--- config.mk ---
export PLATFORM = sky130hd
export DESIGN_NAME = latin1_utf8_ucs2_transcoder
export DESIGN_NICKNAME = d
export VERILOG_FILES = /design/src/hdl/ltc_pkg.sv /design/src/hdl/ltc_front.sv /design/src/hdl/ltc_queue.sv /design/src/hdl/ltc_back.sv /design/src/hdl/latin1_utf8_ucs2_transcoder.sv
export SDC_FILE = /design/constraint.sdc
export NUM_CORES = 1
export LEC_CHECK = 0
export ABC_AREA = 1
export BUFFER_PORTS_ARGS = -buffer_cell sky130_fd_sc_hd__buf_4
export CORE_UTILIZATION = 50
export CTS_CLUSTER_SIZE = 10
export DETAILED_ROUTE_END_ITERATION = 16
export GPL_ROUTABILITY_DRIVEN = 1
export PLACE_DENSITY = 0.7
export SETUP_SLACK_MARGIN = 0.02
export SLEW_MARGIN = 20
export SYNTH_ARGS = -nofsm -noshare
export SYNTH_HDL_FRONTEND = slang
export SYNTH_SLANG_ARGS = --single-unit
--- constraint.sdc ---
create_clock -name i_clk -period 5.2 [get_ports i_clk]
set_clock_uncertainty 0.1 [all_clocks]
set_input_delay 0.78 -clock i_clk [delete_from_list [all_inputs] [get_ports i_clk]]
set_output_delay 0.78 -clock i_clk [all_outputs]
set_load 0.05 [all_outputs]
--- src/hdl/ltc_pkg.sv ---
`timescale 1ns / 1ps

package ltc_pkg;

    localparam int CFG_W   = 2;
    localparam int QDEPTH  = 2;
    localparam int QPTR_W  = $clog2(QDEPTH);
    localparam int QCNT_W  = $clog2(QDEPTH + 1);

    localparam logic [7:0] ASCII_MAX  = 8'h7F;
    localparam logic [7:0] LEAD_MIN   = 8'hC0;
    localparam logic [7:0] LEAD_MAX   = 8'hC7;
    localparam logic [8:0] LATIN1_MAX = 9'h0FF;

    typedef enum logic [CFG_W-1:0] {
        CS_LOCAL  = 2'd0,
        CS_LATIN1 = 2'd1,
        CS_UTF8   = 2'd2,
        CS_UCS2   = 2'd3
    } t_charset;

    typedef enum logic [0:0] {
        CFG_SOURCE = 1'b0,
        CFG_TARGET = 1'b1
    } t_cfg_idx;

    typedef enum logic [2:0] {
        ST_OK          = 3'd0,
        ST_ODD_UCS2    = 3'd1,
        ST_UCS2_WIDE   = 3'd2,
        ST_TRUNC       = 3'd3,
        ST_OVERLONG    = 3'd4,
        ST_NOT_LATIN1  = 3'd5,
        ST_UNSUPPORTED = 3'd6
    } t_status;

    typedef struct packed {
        logic [7:0] in_byte;
        logic       end_of_string;
    } t_in;

    typedef struct packed {
        logic [7:0] out_byte;
        t_status    status;
        logic       run_last;
        logic       string_done;
    } t_out;

    typedef struct packed {
        logic [7:0] b0;
        logic [7:0] b1;
        logic       two;
        t_status    status;
        logic       eos;
    } t_entry;

    function automatic t_charset norm_cs(input t_charset cs);
        norm_cs = (cs == CS_LOCAL) ? CS_LATIN1 : cs;
    endfunction

endpackage

--- src/hdl/ltc_front.sv ---
`timescale 1ns / 1ps

module ltc_front (
    input  logic                      i_clk,
    input  logic                      i_rst_n,
    input  logic                      i_cfg_we,
    input  logic                      i_cfg_idx,
    input  logic [ltc_pkg::CFG_W-1:0] i_cfg_data,
    input  logic                      i_valid,
    output logic                      o_ready,
    input  ltc_pkg::t_in              i_in,
    input  logic                      i_q_full,
    output logic                      o_push,
    output ltc_pkg::t_entry           o_entry
);

    ltc_pkg::t_charset r_src, r_tgt;
    logic              r_pend, n_pend;
    logic [7:0]        r_held, n_held;
    logic              r_err, n_err;

    ltc_pkg::t_charset from_cs, to_cs;
    ltc_pkg::t_status  err;
    logic              has_res;
    logic              accept;
    logic [8:0]        v;
    logic [7:0]        c;
    logic              eos;

    assign o_ready = !i_q_full;
    assign accept  = i_valid && o_ready;
    assign o_push  = accept && has_res;
    assign c       = i_in.in_byte;
    assign eos     = i_in.end_of_string;
    assign from_cs = ltc_pkg::norm_cs(r_src);
    assign to_cs   = ltc_pkg::norm_cs(r_tgt);
    assign v       = {r_held[2:0], c[5:0]};

    always_comb begin
        o_entry        = '0;
        o_entry.status = ltc_pkg::ST_OK;
        o_entry.eos    = eos;
        err            = ltc_pkg::ST_OK;
        has_res        = 1'b0;
        n_pend         = r_pend;
        n_held         = r_held;
        n_err          = r_err;
        if (!r_err) begin
            if (from_cs == to_cs) begin
                o_entry.b0 = c;
                has_res    = 1'b1;
            end else if (from_cs == ltc_pkg::CS_LATIN1 && to_cs == ltc_pkg::CS_UTF8) begin
                has_res = 1'b1;
                if (c <= ltc_pkg::ASCII_MAX) begin
                    o_entry.b0 = c;
                end else begin
                    o_entry.b0  = {6'b110000, c[7:6]};
                    o_entry.b1  = {2'b10, c[5:0]};
                    o_entry.two = 1'b1;
                end
            end else if (from_cs == ltc_pkg::CS_UTF8 && to_cs == ltc_pkg::CS_LATIN1) begin
                if (r_pend) begin
                    n_pend = 1'b0;
                    if (v <= {1'b0, ltc_pkg::ASCII_MAX}) begin
                        err = ltc_pkg::ST_OVERLONG;
                    end else if (v > ltc_pkg::LATIN1_MAX) begin
                        err = ltc_pkg::ST_NOT_LATIN1;
                    end else begin
                        o_entry.b0 = v[7:0];
                        has_res    = 1'b1;
                    end
                end else if (c <= ltc_pkg::ASCII_MAX) begin
                    o_entry.b0 = c;
                    has_res    = 1'b1;
                end else if (c inside {[ltc_pkg::LEAD_MIN:ltc_pkg::LEAD_MAX]}) begin
                    if (eos) begin
                        err = ltc_pkg::ST_TRUNC;
                    end else begin
                        n_pend = 1'b1;
                        n_held = c;
                    end
                end else begin
                    err = ltc_pkg::ST_NOT_LATIN1;
                end
            end else if (from_cs == ltc_pkg::CS_UCS2 && to_cs == ltc_pkg::CS_LATIN1) begin
                if (r_pend) begin
                    n_pend = 1'b0;
                    if (r_held != 8'h00) begin
                        err = ltc_pkg::ST_UCS2_WIDE;
                    end else begin
                        o_entry.b0 = c;
                        has_res    = 1'b1;
                    end
                end else if (eos) begin
                    err = ltc_pkg::ST_ODD_UCS2;
                end else begin
                    n_pend = 1'b1;
                    n_held = c;
                end
            end else begin
                err = ltc_pkg::ST_UNSUPPORTED;
            end
            if (err != ltc_pkg::ST_OK) begin
                o_entry.b0     = 8'h00;
                o_entry.b1     = 8'h00;
                o_entry.two    = 1'b0;
                o_entry.status = err;
                has_res        = 1'b1;
                n_err          = 1'b1;
            end
        end
        if (eos) begin
            n_pend = 1'b0;
            n_err  = 1'b0;
        end
    end

    always_ff @(posedge i_clk) begin
        if (!i_rst_n) begin
            r_src  <= ltc_pkg::CS_LOCAL;
            r_tgt  <= ltc_pkg::CS_LOCAL;
            r_pend <= 1'b0;
            r_held <= 8'h00;
            r_err  <= 1'b0;
        end else if (i_cfg_we) begin
            case (ltc_pkg::t_cfg_idx'(i_cfg_idx))
                ltc_pkg::CFG_SOURCE: r_src <= ltc_pkg::t_charset'(i_cfg_data);
                ltc_pkg::CFG_TARGET: r_tgt <= ltc_pkg::t_charset'(i_cfg_data);
                default: ;
            endcase
            r_pend <= 1'b0;
            r_err  <= 1'b0;
        end else if (accept) begin
            r_pend <= n_pend;
            r_held <= n_held;
            r_err  <= n_err;
        end
    end

endmodule

--- src/hdl/ltc_queue.sv ---
`timescale 1ns / 1ps

module ltc_queue (
    input  logic            i_clk,
    input  logic            i_rst_n,
    input  logic            i_push,
    input  ltc_pkg::t_entry i_entry,
    output logic            o_full,
    input  logic            i_pop,
    output logic            o_head_valid,
    output ltc_pkg::t_entry o_head
);

    localparam logic [ltc_pkg::QPTR_W-1:0] PTR_LAST = ltc_pkg::QPTR_W'(ltc_pkg::QDEPTH - 1);
    localparam logic [ltc_pkg::QCNT_W-1:0] CNT_FULL = ltc_pkg::QCNT_W'(ltc_pkg::QDEPTH);

    ltc_pkg::t_entry               r_mem [ltc_pkg::QDEPTH];
    logic [ltc_pkg::QPTR_W-1:0]    r_wr, n_wr;
    logic [ltc_pkg::QPTR_W-1:0]    r_rd, n_rd;
    logic [ltc_pkg::QCNT_W-1:0]    r_count, n_count;

    assign o_full       = (r_count == CNT_FULL);
    assign o_head_valid = (r_count != '0);
    assign o_head       = r_mem[r_rd];

    always_comb begin
        n_wr    = r_wr;
        n_rd    = r_rd;
        n_count = r_count;
        if (i_push) begin
            n_wr = (r_wr == PTR_LAST) ? '0 : r_wr + 1'b1;
        end
        if (i_pop) begin
            n_rd = (r_rd == PTR_LAST) ? '0 : r_rd + 1'b1;
        end
        if (i_push && !i_pop) begin
            n_count = r_count + 1'b1;
        end else if (i_pop && !i_push) begin
            n_count = r_count - 1'b1;
        end
    end

    always_ff @(posedge i_clk) begin
        if (!i_rst_n) begin
            r_wr    <= '0;
            r_rd    <= '0;
            r_count <= '0;
        end else begin
            r_wr    <= n_wr;
            r_rd    <= n_rd;
            r_count <= n_count;
        end
    end

    always_ff @(posedge i_clk) begin
        if (i_push) begin
            r_mem[r_wr] <= i_entry;
        end
    end

`ifndef ASSERT_OFF
    a_count_range: assert property (@(posedge i_clk) disable iff (!i_rst_n)
        r_count <= CNT_FULL)
        else $error("queue count above depth");

    a_no_push_full: assert property (@(posedge i_clk) disable iff (!i_rst_n)
        !(i_push && o_full))
        else $error("push into full queue");

    a_no_pop_empty: assert property (@(posedge i_clk) disable iff (!i_rst_n)
        !(i_pop && !o_head_valid))
        else $error("pop from empty queue");

    a_ptr_track: assert property (@(posedge i_clk) disable iff (!i_rst_n)
        (i_push && !i_pop) |=> (r_count == $past(r_count) + 1'b1))
        else $error("queue count did not advance on push");
`endif

endmodule

--- src/hdl/ltc_back.sv ---
`timescale 1ns / 1ps

module ltc_back (
    input  logic            i_clk,
    input  logic            i_rst_n,
    input  logic            i_head_valid,
    input  ltc_pkg::t_entry i_head,
    output logic            o_pop,
    output logic            o_valid,
    input  logic            i_ready,
    output ltc_pkg::t_out   o_out
);

    logic          r_valid, n_valid;
    logic          r_phase, n_phase;
    ltc_pkg::t_out r_out, n_out;
    logic          take;

    assign take    = !r_valid || i_ready;
    assign o_valid = r_valid;
    assign o_out   = r_out;

    always_comb begin
        n_valid = r_valid;
        n_phase = r_phase;
        n_out   = r_out;
        o_pop   = 1'b0;
        if (take) begin
            if (i_head_valid) begin
                n_valid = 1'b1;
                if (i_head.two && !r_phase) begin
                    n_out.out_byte    = i_head.b0;
                    n_out.status      = ltc_pkg::ST_OK;
                    n_out.run_last    = 1'b0;
                    n_out.string_done = 1'b0;
                    n_phase           = 1'b1;
                end else begin
                    n_out.out_byte    = r_phase ? i_head.b1 : i_head.b0;
                    n_out.status      = i_head.status;
                    n_out.run_last    = 1'b1;
                    n_out.string_done = i_head.eos;
                    n_phase           = 1'b0;
                    o_pop             = 1'b1;
                end
            end else begin
                n_valid = 1'b0;
            end
        end
    end

    always_ff @(posedge i_clk) begin
        if (!i_rst_n) begin
            r_valid <= 1'b0;
            r_phase <= 1'b0;
        end else begin
            r_valid <= n_valid;
            r_phase <= n_phase;
        end
    end

    always_ff @(posedge i_clk) begin
        r_out <= n_out;
    end

`ifndef ASSERT_OFF
    a_phase_head: assert property (@(posedge i_clk) disable iff (!i_rst_n)
        r_phase |-> (i_head_valid && i_head.two))
        else $error("second byte pending without a two-byte head");

    a_phase_valid: assert property (@(posedge i_clk) disable iff (!i_rst_n)
        r_phase |-> (r_valid && !r_out.run_last))
        else $error("second byte pending after a closing result");

    a_done_last: assert property (@(posedge i_clk) disable iff (!i_rst_n)
        (r_valid && r_out.string_done) |-> r_out.run_last)
        else $error("string end flagged on a non-final result");
`endif

endmodule

--- src/hdl/latin1_utf8_ucs2_transcoder.sv ---
`timescale 1ns / 1ps

// Byte-stream transcoder: Latin-1 (or local) to UTF-8, UTF-8 or UCS-2 to
// Latin-1, or pass-through when both charsets match. Input bytes are
// accepted one per cycle whenever the two-entry queue between the
// classifier and the output stage has room; each accepted byte is classified
// in the cycle it arrives. Results leave through a registered output, one per
// cycle while the receiver is ready. A Latin-1 byte above 0x7F bound for
// UTF-8 yields two result bytes, so the sustained rate is one item per cycle
// only for single-result traffic. Bytes dropped after an error, and the first
// byte of a UTF-8 or UCS-2 pair, give no result. Write the charset registers
// only while idle; a write starts a new string. No clearing pass after reset.

module latin1_utf8_ucs2_transcoder (
    input  logic                      i_clk,
    input  logic                      i_rst_n,
    input  logic                      i_cfg_we,
    input  logic                      i_cfg_idx,
    input  logic [ltc_pkg::CFG_W-1:0] i_cfg_data,
    input  logic                      i_valid,
    output logic                      o_ready,
    input  ltc_pkg::t_in              i_in,
    output logic                      o_valid,
    input  logic                      i_ready,
    output ltc_pkg::t_out             o_out
);

    logic            q_full;
    logic            push;
    logic            pop;
    logic            head_valid;
    ltc_pkg::t_entry entry;
    ltc_pkg::t_entry head;

    ltc_front u_front (
        .i_clk      (i_clk),
        .i_rst_n    (i_rst_n),
        .i_cfg_we   (i_cfg_we),
        .i_cfg_idx  (i_cfg_idx),
        .i_cfg_data (i_cfg_data),
        .i_valid    (i_valid),
        .o_ready    (o_ready),
        .i_in       (i_in),
        .i_q_full   (q_full),
        .o_push     (push),
        .o_entry    (entry)
    );

    ltc_queue u_queue (
        .i_clk        (i_clk),
        .i_rst_n      (i_rst_n),
        .i_push       (push),
        .i_entry      (entry),
        .o_full       (q_full),
        .i_pop        (pop),
        .o_head_valid (head_valid),
        .o_head       (head)
    );

    ltc_back u_back (
        .i_clk        (i_clk),
        .i_rst_n      (i_rst_n),
        .i_head_valid (head_valid),
        .i_head       (head),
        .o_pop        (pop),
        .o_valid      (o_valid),
        .i_ready      (i_ready),
        .o_out        (o_out)
    );

endmodule
### Word-level counts from Yosys, hierarchy flattened

Memory sizes are Yosys's and may differ from the RTL's. A register that Yosys moved wholly into a read port is not among the register bits.
Cells that the tools add are included.

* output and inout bits: 15
* bits in latches: 0
* memory bits (writable): 42
* flip-flop bits (word level): 33
* memories: 1
* word-level logic and storage cells: 151
* ROM bits: 0
* input port bits: 17

Memories
* u_queue.r_mem: words 2, width 21, read ports 1, clocked after memory_dff 1, write ports 1, line ltc_queue.sv:17 `ltc_pkg::t_entry r_mem [ltc_pkg::QDEPTH];`

* equality and inequality tests: 12
* shifts and indexed selects: 0
* divide/modulo/power cells: 0
* reduce and logical (&&, ||, !) cells: 29
* order comparisons: 5
* multipliers: 0
* add/sub/neg operators: 4
* multiplexer cells: 79
* bitwise operators: 7

Operators with widths (number)
* $mux 8: 19
* $mux 20: 2
* $mux 1: 37
* $mux 3: 11
* $mux 9: 3
* $mux 13: 1
* $mux 2: 6
* $ne 2x2->1 const B: 5
* $gt 9x8->1 const B: 1
* $le 9x7->1 const B: 1
* $logic_and 1x1->1: 9
* $reduce_and 9->1: 1
* $eq 2x2->1 const B: 4
* $ge 8x8->1 const B: 1
* $le 8x7->1 const B: 1
* $le 8x8->1 const B: 1
* $reduce_bool 8->1: 1
* $not 1->1: 7
* $reduce_and 2->1: 3
* $reduce_bool 2->1: 3
* $reduce_bool 3->1: 2
* $logic_not 1->1: 5
* $reduce_and 5->1: 1
* $eq 2x1->1 const B: 2
* 7 further kinds: 9

### Depth between registers and ports, before layout

Gate-level depths: netlist of run 1.

* depth in word-level cells: 17
* depth in mapped cells: 18
* depth with buffers taken out: 17

### Hierarchy

Synthesis of run 1 repeated with hierarchy kept, for this count alone.

* cell total of the unflattened synthesis: 345
* area total of the unflattened synthesis: 3569.7 um2

By module, submodules not included
* ltc_queue: instances 1, cells each 100, area an instance 1823.0 um2, sequential area each 1361.3 um2
* ltc_front: instances 1, cells each 184, area an instance 1104.8 um2, sequential area each 280.3 um2
* ltc_back: instances 1, cells each 61, area an instance 641.9 um2, sequential area each 430.4 um2

### Least setup slack after synthesis of run 1

Ideal clock, no wire load.

* path kind: in2reg
* start: in i_in[5] (netlist bit)
* end: mem u_queue.r_mem[0][0] (netlist bit) (enable)
* cell stages on the path: 9
* buffers on the path: 0
* library setup time: 0.395 ns
* arrival: 2.378 ns
* required time: 4.705 ns
* slack: 2.328 ns
* path through: inv_1 nand2_1 nor2_2 nor2_2 a21oi_1 nand3_1 nand3_2 nand2_1 nor2_1

* cells in the longest elaborated chain, start to end: 15
* elaborated cells on any way between the ends: 28
* those cells by class: order compare (5); mux (20); reduce/logical (3)

RTL lines
* start, declared: line latin1_utf8_ucs2_transcoder.sv:22 `input ltc_pkg::t_in i_in,`
* $ge 8x8->1 / $le 8x8->1 (equally long branches): line ltc_front.sv:75 `end else if (c inside {[ltc_pkg::LEAD_MIN:ltc_pkg::LEAD_MAX]}) begin`
* $logic_and 1x1->1: line ltc_front.sv:75
* $mux 3: line ltc_front.sv:75
* $mux 3: line ltc_front.sv:72 `end else if (c <= ltc_pkg::ASCII_MAX) begin`
* $mux 3: line ltc_front.sv:62 `if (r_pend) begin`
* $mux 3: line ltc_front.sv:61 `end else if (from_cs == ltc_pkg::CS_UTF8 && to_cs == ltc_pkg::CS_LATIN1) begin`
* $mux 3: line ltc_front.sv:52 `end else if (from_cs == ltc_pkg::CS_LATIN1 && to_cs == ltc_pkg::CS_UTF8) begin`
* $mux 3: line ltc_front.sv:49 `if (from_cs == to_cs) begin`
* $mux 3: line ltc_front.sv:48 `if (!r_err) begin`
* $reduce_bool 3->1: line ltc_front.sv:103 `if (err != ltc_pkg::ST_OK) begin`
* $mux 1 (*): line ltc_front.sv:103
* $mux 1 (*): line ltc_front.sv:48
* $logic_and 1x1->1 (*): line ltc_front.sv:32 `assign o_push = accept && has_res;`
* $mux 1 (*): line ltc_queue.sv:56 `if (i_push) begin`
* $mux 1 (not written as such) (*): line ltc_queue.sv:57 `r_mem[r_wr] <= i_entry;`
* end, declared: line ltc_queue.sv:17

Mark *: on every way between the ends. The rest lies on a longest branch, timed or not. The select of a mux whose other input is x is not followed.

### Worst setup path after layout of run 1

* start: in i_in[6] (netlist bit)
* end: mem u_queue.r_mem[1][17] (netlist bit) (enable)

The elaborated chain is that of the path after synthesis.

==> results of run 1 <==
cell families (layout without fill, tap and decap cells):
group,count (synthesis),in the layout,synth area share [%]
DFF,72,72,61.64
buffers and inverters,52,93,6.361
AOI/OAI and AO/OA,62,62,10.67
adders and majority gates,1,1,0.3950
xor gates and xnor gates,2,2,0.5532
and+or+nand+nor,139,139,20.07
muxes,1,1,0.3161
area by class of cell:
type                            count  area, um^2
Inverter                           44       165.2
Tap cell                           75       93.84
Sequential cell                    72        1952
Timing Repair Buffer               33       247.7
Clock inverter                      4       48.80
Fill cell                         511        2327
Multi-Input combinational cell    205        1013
Clock buffer                       12       177.7
where the power goes:
part           total (mW)  switching, mW  internal, mW
combinational       0.660          0.467         0.193
clock               0.480          0.202         0.279
sequential          0.863         0.0706         0.793
flip-flops by register name, indices dropped and copies added, names as in the netlist, named ones only:
register and cells:
u_back.o_valid 1, u_queue.r_count 2, u_back.o_out 13, u_front.r_err 1, u_front.r_src 2, u_front.r_pend 1
u_front.r_held 8, u_back.r_phase 1, u_queue.r_rd 1, u_queue.r_mem 38, u_front.r_tgt 2, u_queue.r_wr 1
stage by stage:
step / util (%) / instance area [um^2]
after global placement: 57.62 / 3472
after global routing: 61.38 / 3699
after floorplan: - / 3167
final: 61.38 / 3699
after CTS: 61.38 / 3699
after detailed placement: 57.62 / 3472
cell usage after synthesis:
library cell / instances
xnor2_1: 1
nor2_4: 3
inv_1: 38
nor3_1: 6
buf_4: 1
nand2_2: 2
clkinv_1: 1
mux2i_1: 1
nor2_2: 6
o21ai_1: 5
o21ai_0: 27
nor3_2: 1
dfxtp_1: 21
ha_1: 1
buf_1: 1
a2111oi_2: 1
inv_2: 5
a21oi_1: 20
nand2_4: 1
clkbuf_1: 4
nand4_1: 1
nand3_1: 6
o211a_1: 1
edfxtp_1: 51
a22oi_1: 2
nor2_1: 54
xor2_1: 1
or2_2: 1
buf_2: 2
nand3_2: 6
o22ai_1: 6
nand2_1: 52
worst min-delay path by stage:
| stage | to | slack (ns) | cells past startpoint |
|---|---|---|---|
| after global placement | u_queue.r_rd$_SDFFE_PN0P_ | 0.34 | 1 |
| after detailed placement | u_queue.r_rd$_SDFFE_PN0P_ | 0.34 | 1 |
| final | u_queue.r_rd$_SDFFE_PN0P_ | 0.36 | 1 |
| after global routing | u_queue.r_rd$_SDFFE_PN0P_ | 0.40 | 1 |
| after floorplan | flip-flop | 0.33 | 1 |
| after CTS | u_queue.r_rd$_SDFFE_PN0P_ | 0.36 | 1 |
critical path: cells and delay by family:
family | cells | cell delay (ns)
AO/OA/AOI/OAI | 1 | 0.12
AND/OR/NAND/NOR | 6 | 0.73
buffers and inverters | 3 | 0.77
metal layers:
| layer | vias to the layer above | routed length (um) | global-route usage [%] |
|---|---|---|---|
| li1 | 1164 | - | - |
| met1 | 1046 | 2744 | 25.16 |
| met2 | 44 | 2869 | 34.58 |
| met3 | 8 | 221 | 4.667 |
| met4 | 0 | 106 | 8.421 |
| met5 | - | 0 | 0 |
==> run metrics, run 1 <==
Num CTS Buffers 9; min Tclk post-route 2.559 ns; Syn Area/Cell 9.625 um^2; antenna-violating nets left 0; drt wl/cell 13.35 um; Die X 81.59 um; DR pass1 iterations 4; Critical Path Fanout Max 19; Slew HR 48.96%; run status completed; Worst-Margin Slew 0.7648 ns; setup bufs post-CTS 0; CP endpoint kind flip-flop; critical path cell sequence buf_4 > inv_1 > nand3_1 > nor2_2 > nor2_2 > a21oi_1 > nand3_1 > nand3_2 > nand3_2 > inv_1; Worst Setup Start Kind input port; most frequent cells in the layout 54 x nor2_1, 52 x nand2_1, 51 x edfxtp_1; die area 6656 um^2; nets@finish 383; clock sink count 72; reg-to-reg endpoint u_queue.r_mem[1][17]$_DFFE_PP_; leakage 1.559 nW; placed instance count 429; hold_buf cts 0; crit path capture u_queue.r_mem[1][17]$_DFFE_PP_; DP Wirelength 4.249 mm; Clk Tree Root Cell clkbuf_8; Worst-path clk slew 0.08 ns; total design power 2.003 mW; post_cts resized 0; Post-Route WL 5.942 mm; Hold Crit Start u_queue.r_rd$_SDFFE_PN0P_; Critical Path Max Stage Delay 0.57 ns; FP Rows 28; PwrDens 541.6 nW/um^2; post-synthesis sequential area ratio 61.64%; global-route usage over all layers 20.43%; Min Hold Slack 0.3594 ns; RSZ-0062 raised after global routing false; slowest CP cell inv_1; Setup WS pre-CTS 2.301 ns; #FFs+latches synth 72; Max clock buf depth 2; IO Port Bufs 31; Syn Inst Count 329; Worst Path Arrival 2.42 ns; Vias/cell 5.083; Via Count 2262; CTS H-tree depth 3; Initial Util 52.55%; CP Data Required Time 5.06 ns; Inserted Diodes 0; DRC Markers 0; clk_lat worst skew 0.33 ns; launch point of the critical path i_in[6]; largest net degree at the start of global routing 21; Ports 32; initial antenna violation count 0; Yosys cell types 32; maximum VDD drop 0.0003243 V; Post-Syn Area 3167 um^2; fin. max-slew vios 0; total gr overflow 0; cell taking the most area after synthesis edfxtp_1; flop-to-flop setup slack 2.77 ns; Final Hold Fails 0; R2R Path Start u_front.r_pend$_SDFFE_PP0P_; CTS tree built; worst min path class reg -> reg; initial DRC count 122; Final Instance Count excl. Fillers 445; WS Path Type in -> reg; final worst-path cycle share 49.20%; Area Growth Syn to Fin 16.79%; Setup WS post-layout 2.641 ns; die height 81.59 um; Syn. warnings 0; vias in the first global route 2169; Setup Viol. Count Final 0; Core Box Area 6026 um^2; max-cap violation count 0; share of cells above drive strength 1 19.73%; share of the synthesized area in the top cell type 48.36%; setup TNS 0 ns; Synth area leaders edfxtp_1 48%, dfxtp_1 13%, nor2_1 6.4%; synthesized net count 347; FF-to-FF path depth 10; most common cell after layout, fill and taps aside nor2_1; Fmax 390.8 MHz; first-pass GRT wire length 9.887 mm; RePlAce Congestion 0.8853
No activity file was read; power rests on OpenSTA's default activity.
==> inputs of run 2 (changes only) <==
==> constraint.sdc (replaced) <==
create_clock -name i_clk -period 2.65 [get_ports i_clk]
set_clock_uncertainty 0.1 [all_clocks]
set_input_delay 0.3975 -clock i_clk [delete_from_list [all_inputs] [get_ports i_clk]]
set_output_delay 0.3975 -clock i_clk [all_outputs]
set_load 0.05 [all_outputs]
==> run metrics, run 2 (synthesis results as in run 1) <==
run status completed; critical path cell sequence inv_2 > nand2_1 > nor2_1 > nand2_1 > nor2_1 > nor2_2 > nand3_2 > nand2_1 > inv_1 > ha_1 > a21oi_1 > o21ai_0 > o21ai_0 > a21oi_1; Slew HR 66.17% (+17 points); WS Path Type reg -> reg; PwrDens 1026 nW/um^2 (+89%); Num CTS Buffers 9 (unchanged); Fmax 431.3 MHz; Worst-Margin Slew 0.5043 ns (-0.2604 ns); drt wl/cell 13.14 um (-1.6%); total gr overflow 0 (unchanged); setup bufs post-CTS 0 (unchanged); DP Wirelength 4.285 mm (+0.84%); die area 6656 um^2 (unchanged); Max clock buf depth 2 (unchanged); nets@finish 386 (+0.78%); Worst-path clk slew 0.07 ns (about the same); fin. max-slew vios 0 (unchanged); vias in the first global route 2116 (-2.4%); maximum VDD drop 0.0006572 V (+100%); Final Hold Fails 0 (unchanged); Crit path max-delay family simple AND/OR/NAND/NOR gates; min Tclk post-route 2.318 ns; FP Rows 28 (unchanged); Area Growth Syn to Fin 15.65%; Buf/Inv on CP 2 (-1); Inserted Diodes 0 (unchanged); Core Box Area 6026 um^2 (unchanged); most common cell after layout, fill and taps aside nor2_1; Via Count 2250 (-0.53%); worst min path class in -> reg; total design power 3.758 mW (+88%); most flop-heavy register u_queue.r_mem; global-route usage over all layers 19.91% (-0.51 points); Initial Util 52.55% (unchanged); most frequent cells in the layout 54 x nor2_1, 52 x nand2_1, 51 x edfxtp_1; Worst Path Arrival 2.43 ns (about the same); crit-path most repeated cell nand2_1; CTS H-tree depth 3 (unchanged); initial antenna violation count 0 (unchanged); slowest CP cell dfxtp_1; IO Port Bufs 31 (unchanged); Clk Tree Root Cell clkbuf_8; Post-Route WL 5.885 mm (-0.96%); largest net degree at the start of global routing 20 (-4.8%); Ports 32 (unchanged); DR pass1 iterations 4 (unchanged); Critical Path Fanout Max 4 (-15); hold_buf cts 0 (unchanged); Setup Viol. Count Final 0 (unchanged); max reg flops 38 (unchanged); clock sink count 72 (unchanged); share of cells above drive strength 1 20.38% (+0.65 points); RePlAce Congestion 0.8924 (+0.80%); die height 81.59 um (unchanged); Critical Path Max Stage Delay 0.45 ns (-0.12 ns); CP endpoint kind flip-flop; # fillers 535 (+4.7%); leakage 1.552 nW (-0.44%); Vias/cell 5.022 (-1.2%); CP Data Required Time 2.76 ns (-2.30 ns); RSZ-0062 raised after global routing false; DRC Markers 0 (unchanged); antenna-violating nets left 0 (unchanged); final worst-path cycle share 87.48%; CTS tree built; Min Hold Slack 0.2079 ns (-0.1514 ns); max-cap violation count 0 (unchanged); Die X 81.59 um (unchanged); initial DRC count 140 (+15%); setup TNS 0 ns (unchanged); Worst Setup Start Kind flip-flop; first-pass GRT wire length 9.535 mm (-3.6%); clk_lat worst skew 0.33 ns (about the same)
[run 2: area by class of cell]
type,instances,area (um^2),area share [%]
flip-flops and latches,72,1953,53.33
clock buffers,13,148.9,4.066
repair buffers,36,270.3,7.380
well taps,75,93.84,2.562
inverters,44,165.2,4.510
multi-input cells,205,1013,27.67
clock inverters,3,17.52,0.4783
[run 2: what timing repair did]
item                                   in CTS  in global routing
endpoints found under the hold margin       0                  0
setup endpoints to repair                   0                  1
resized for setup                           0                  1
[run 2: layer usage]
| layer | vias up | wire (um) | global-route usage [%] |
|---|---|---|---|
| met5 | - | 0 | 0 |
| met4 | 0 | 142 | 11.58 |
| met3 | 11 | 258 | 4.444 |
| met2 | 55 | 2813 | 31.75 |
| met1 | 1005 | 2671 | 24.87 |
| li1 | 1179 | - | - |
[run 2: per-stage QoR]
stage | instance area [um^2] | util [%] | worst slack (ns) | std cells
final | 3662 | 60.78 | 0.3317 | 448
after global routing | 3662 | 60.78 | 0.03468 | 448
after CTS | 3661 | 60.76 | 0.2808 | 448
after detailed placement | 3495 | 57.99 | 0.2344 | 432
after global placement | 3495 | 57.99 | 0.3194 | 432
after floorplan | 3167 | - | 0.1554 | 329
[run 2: worst reg2reg max path, delay by kind of cell, from the launching register on]
family,cells,cell delay [ns]
and+or+nand+nor,7,0.79
DFF,1,0.45
AOI/OAI and AO/OA,4,0.43
adders and majority gates,1,0.31
buffers and inverters,2,0.14
[run 2: report_power, final]
| part | total, mW | leakage, nW | internal [mW] | switching, mW |
|---|---|---|---|---|
| registers | 1.64 | 0.658 | 1.56 | 0.0847 |
| logic | 1.37 | 0.811 | 0.399 | 0.976 |
| clock network | 0.743 | 0.0834 | 0.364 | 0.380 |
| total | 3.76 | 1.55 | 2.32 | 1.44 |
[run 2: path summary, 6_finish.rpt]
| check | startpoint | to | slack [ns] | cells after the start |
|---|---|---|---|---|
| worst min-delay path | i_in[0] | u_queue.r_mem[1][0]$_DFFE_PP_ | 0.21 | 1 |
| worst max register to register | u_front.r_tgt[1]$_SDFFE_PN0P_ | u_queue.r_count[1]$_SDFFE_PN0P_ | 0.33 | 14 |
| worst min register to register | u_queue.r_rd$_SDFFE_PN0P_ | u_queue.r_rd$_SDFFE_PN0P_ | 0.37 | 1 |
| worst max-delay path | u_front.r_tgt[1]$_SDFFE_PN0P_ | u_queue.r_count[1]$_SDFFE_PN0P_ | 0.33 | 14 |
==> inputs of run 3 (changes only) <==
--- a/config.mk
+++ b/config.mk
@@ -11,7 +11,8 @@
 export CTS_CLUSTER_SIZE = 10
 export DETAILED_ROUTE_END_ITERATION = 16
 export GPL_ROUTABILITY_DRIVEN = 1
-export PLACE_DENSITY = 0.7
+export HOLD_SLACK_MARGIN = 0.03
+export PLACE_DENSITY = 0.73
 export SETUP_SLACK_MARGIN = 0.02
 export SLEW_MARGIN = 20
 export SYNTH_ARGS = -nofsm -noshare
==> constraint.sdc (replaced) <==
create_clock -name i_clk -period 1.97 [get_ports i_clk]
set_clock_uncertainty 0.1 [all_clocks]
set_input_delay 0.2955 -clock i_clk [delete_from_list [all_inputs] [get_ports i_clk]]
set_output_delay 0.2955 -clock i_clk [all_outputs]
set_load 0.05 [all_outputs]
==> run metrics, run 3 (synthesis results as in run 1) <==
run status finished, violations left; failing checks setup timing; Max clock buf depth 2 (unchanged); max reg flops 38 (unchanged); min Tclk post-route 2.136 ns (-0.1824 ns); Fmax 468.2 MHz (+8.5%); CP endpoint kind flip-flop; DR pass1 iterations 4 (unchanged); RSZ-0062 raised after global routing true; Initial Util 52.55% (unchanged); die area 6656 um^2 (unchanged); Final Hold Fails 0 (unchanged); setup TNS -4.642 ns (-4.642 ns); Final Instance Count excl. Fillers 492 (+9.8%); FP Rows 28 (unchanged); combinational group share of total power 40.9% (+4.3 points); Pint 3.562 mW (+54%); IO Port Bufs 31 (unchanged); sw power 2.128 mW (+48%); PwrDens 1339 nW/um^2 (+30%); Area Growth Syn to Fin 34.18%; Via Count 2569 (+14%); clk_lat worst skew 0.34 ns (about the same); Clk Tree Root Cell clkbuf_8; Vias/cell 5.222 (+4.0%); Worst-path clk slew 0.07 ns (about the same); register share of total power 38.8% (-4.8 points); vias in the first global route 2364 (+12%); RePlAce Congestion 0.8718 (-2.3%); largest net degree at the start of global routing 20 (unchanged); clock share of power 20.3% (+0.5 points); Setup Viol. Count Final 46 (+46); most flop-heavy register u_queue.r_mem; final worst-path cycle share 108.4% (+21 points); CTS tree built; CTS H-tree depth 3 (unchanged); initial antenna violation count 0 (unchanged); Worst-Margin Slew 0.3273 ns (-0.1770 ns); Ports 32 (unchanged); Critical Path Fanout Max 9 (+5); placed instance count 463 (+7.2%); sw frac 37.40% (-0.93 points); Core Box Area 6026 um^2 (unchanged); share of cells above drive strength 1 35.01% (+15 points); most frequent cells in the layout 75 x buf_4, 51 x edfxtp_1, 49 x nor2_1; leakage 1.805 nW (+16%); total design power 5.689 mW (+51%); clock sink count 72 (unchanged); Post-Route WL 7.079 mm (+20%); DRC Markers 0 (unchanged); WS Path Type reg -> reg; max-cap violation count 0 (unchanged); hold_buf cts 0 (unchanged); global-route usage over all layers 22.34% (+2.4 points); Num CTS Buffers 9 (unchanged); worst min path class in -> reg; Setup WS post-layout -0.1659 ns (-0.4976 ns); Worst Path Arrival 2.10 ns (-0.33 ns); fin. max-slew vios 0 (unchanged); CP Data Required Time 1.93 ns (-0.83 ns); Worst Setup Start Kind flip-flop; most common cell after layout, fill and taps aside buf_4; antenna-violating nets left 0 (unchanged); maximum VDD drop 0.0008991 V (+37%); first-pass GRT wire length 10.74 mm (+13%); DP Wirelength 4.576 mm (+6.8%); die height 81.59 um (unchanged); Inserted Diodes 0 (unchanged); Setup WS pre-CTS -0.1527 ns (-0.3871 ns); drt wl/cell 14.39 um (+9.5%); nets@finish 430 (+11%); initial DRC count 165 (+18%); Die X 81.59 um (unchanged); total gr overflow 0 (unchanged); Slew HR 78.14% (+12 points)
-- run 3: worst max-delay path, stage by stage, from the launching register on --
cell and delay (ns):
dfxtp_4 0.39, inv_4 0.06, nand2_2 0.12, nor2_4 0.05, buf_4 0.13, a21oi_1 0.18
nand3_2 0.12, nand3_2 0.12, nand2_2 0.06, buf_4 0.14, nor2_4 0.10, bufbuf_16 0.29
-- run 3: final timing paths --
check	cells after the start	endpoint	from	slack [ns]
worst max-delay path	11	u_queue.r_mem[0][5]$_DFFE_PP_	u_front.r_tgt[1]$_SDFFE_PN0P_	-0.17
worst min-delay path	1	u_queue.r_mem[1][0]$_DFFE_PP_	i_in[0]	0.09
worst max register to register	11	u_queue.r_mem[0][5]$_DFFE_PP_	u_front.r_tgt[1]$_SDFFE_PN0P_	-0.17
worst min register to register	1	flip-flop	u_queue.r_rd$_SDFFE_PN0P_	0.37
-- run 3: stage by stage --
stage	util (%)	area, um^2	hold slack (ns)
floorplan	-	3212	0.2944
global placement	62.98	3795	0.3370
detailed placement	62.98	3795	0.3515
CTS	69.25	4173	0.07861
global route	70.52	4249	0.08464
finish	70.52	4249	0.09359
-- run 3: layout make-up --
cell class              count  area (um^2)
clock buffers              13        148.9
clock inverters             3        42.54
fillers                   456         1777
inverters                  44        173.9
multi-input cells         205         1152
flip-flops and latches     72         1963
well taps                  75        93.84
repair buffers             80        674.4
-- run 3: timing repair --
item / CTS / global route
hold endpoints to repair: 0 / 0
gates cloned: 2 / 0
setup endpoints to repair: 40 / 48
pin swaps: 9 / 3
gates resized for setup: 21 / 14
setup buffers: 8 / 3
-- run 3: layer usage --
| metal | routed length, um | vias up | global-route usage (%) |
|---|---|---|---|
| met5 | 0 | - | 0 |
| met4 | 182 | 0 | 11.75 |
| met3 | 350 | 16 | 4.222 |
| met2 | 3712 | 79 | 38.92 |
| met1 | 2832 | 1201 | 26.07 |
| li1 | - | 1273 | - |
-- run 3: power by group through the flow --
stage / combinational, mW / sequential, mW / clock, mW
after global placement: 2.03 / 2.22 / 0
after CTS: 2.26 / 2.21 / 1.16
after floorplan: 0.855 / 2.76 / 0
final: 2.33 / 2.21 / 1.16
after global routing: 2.50 / 2.24 / 1.22
after detailed placement: 2.10 / 2.24 / 0
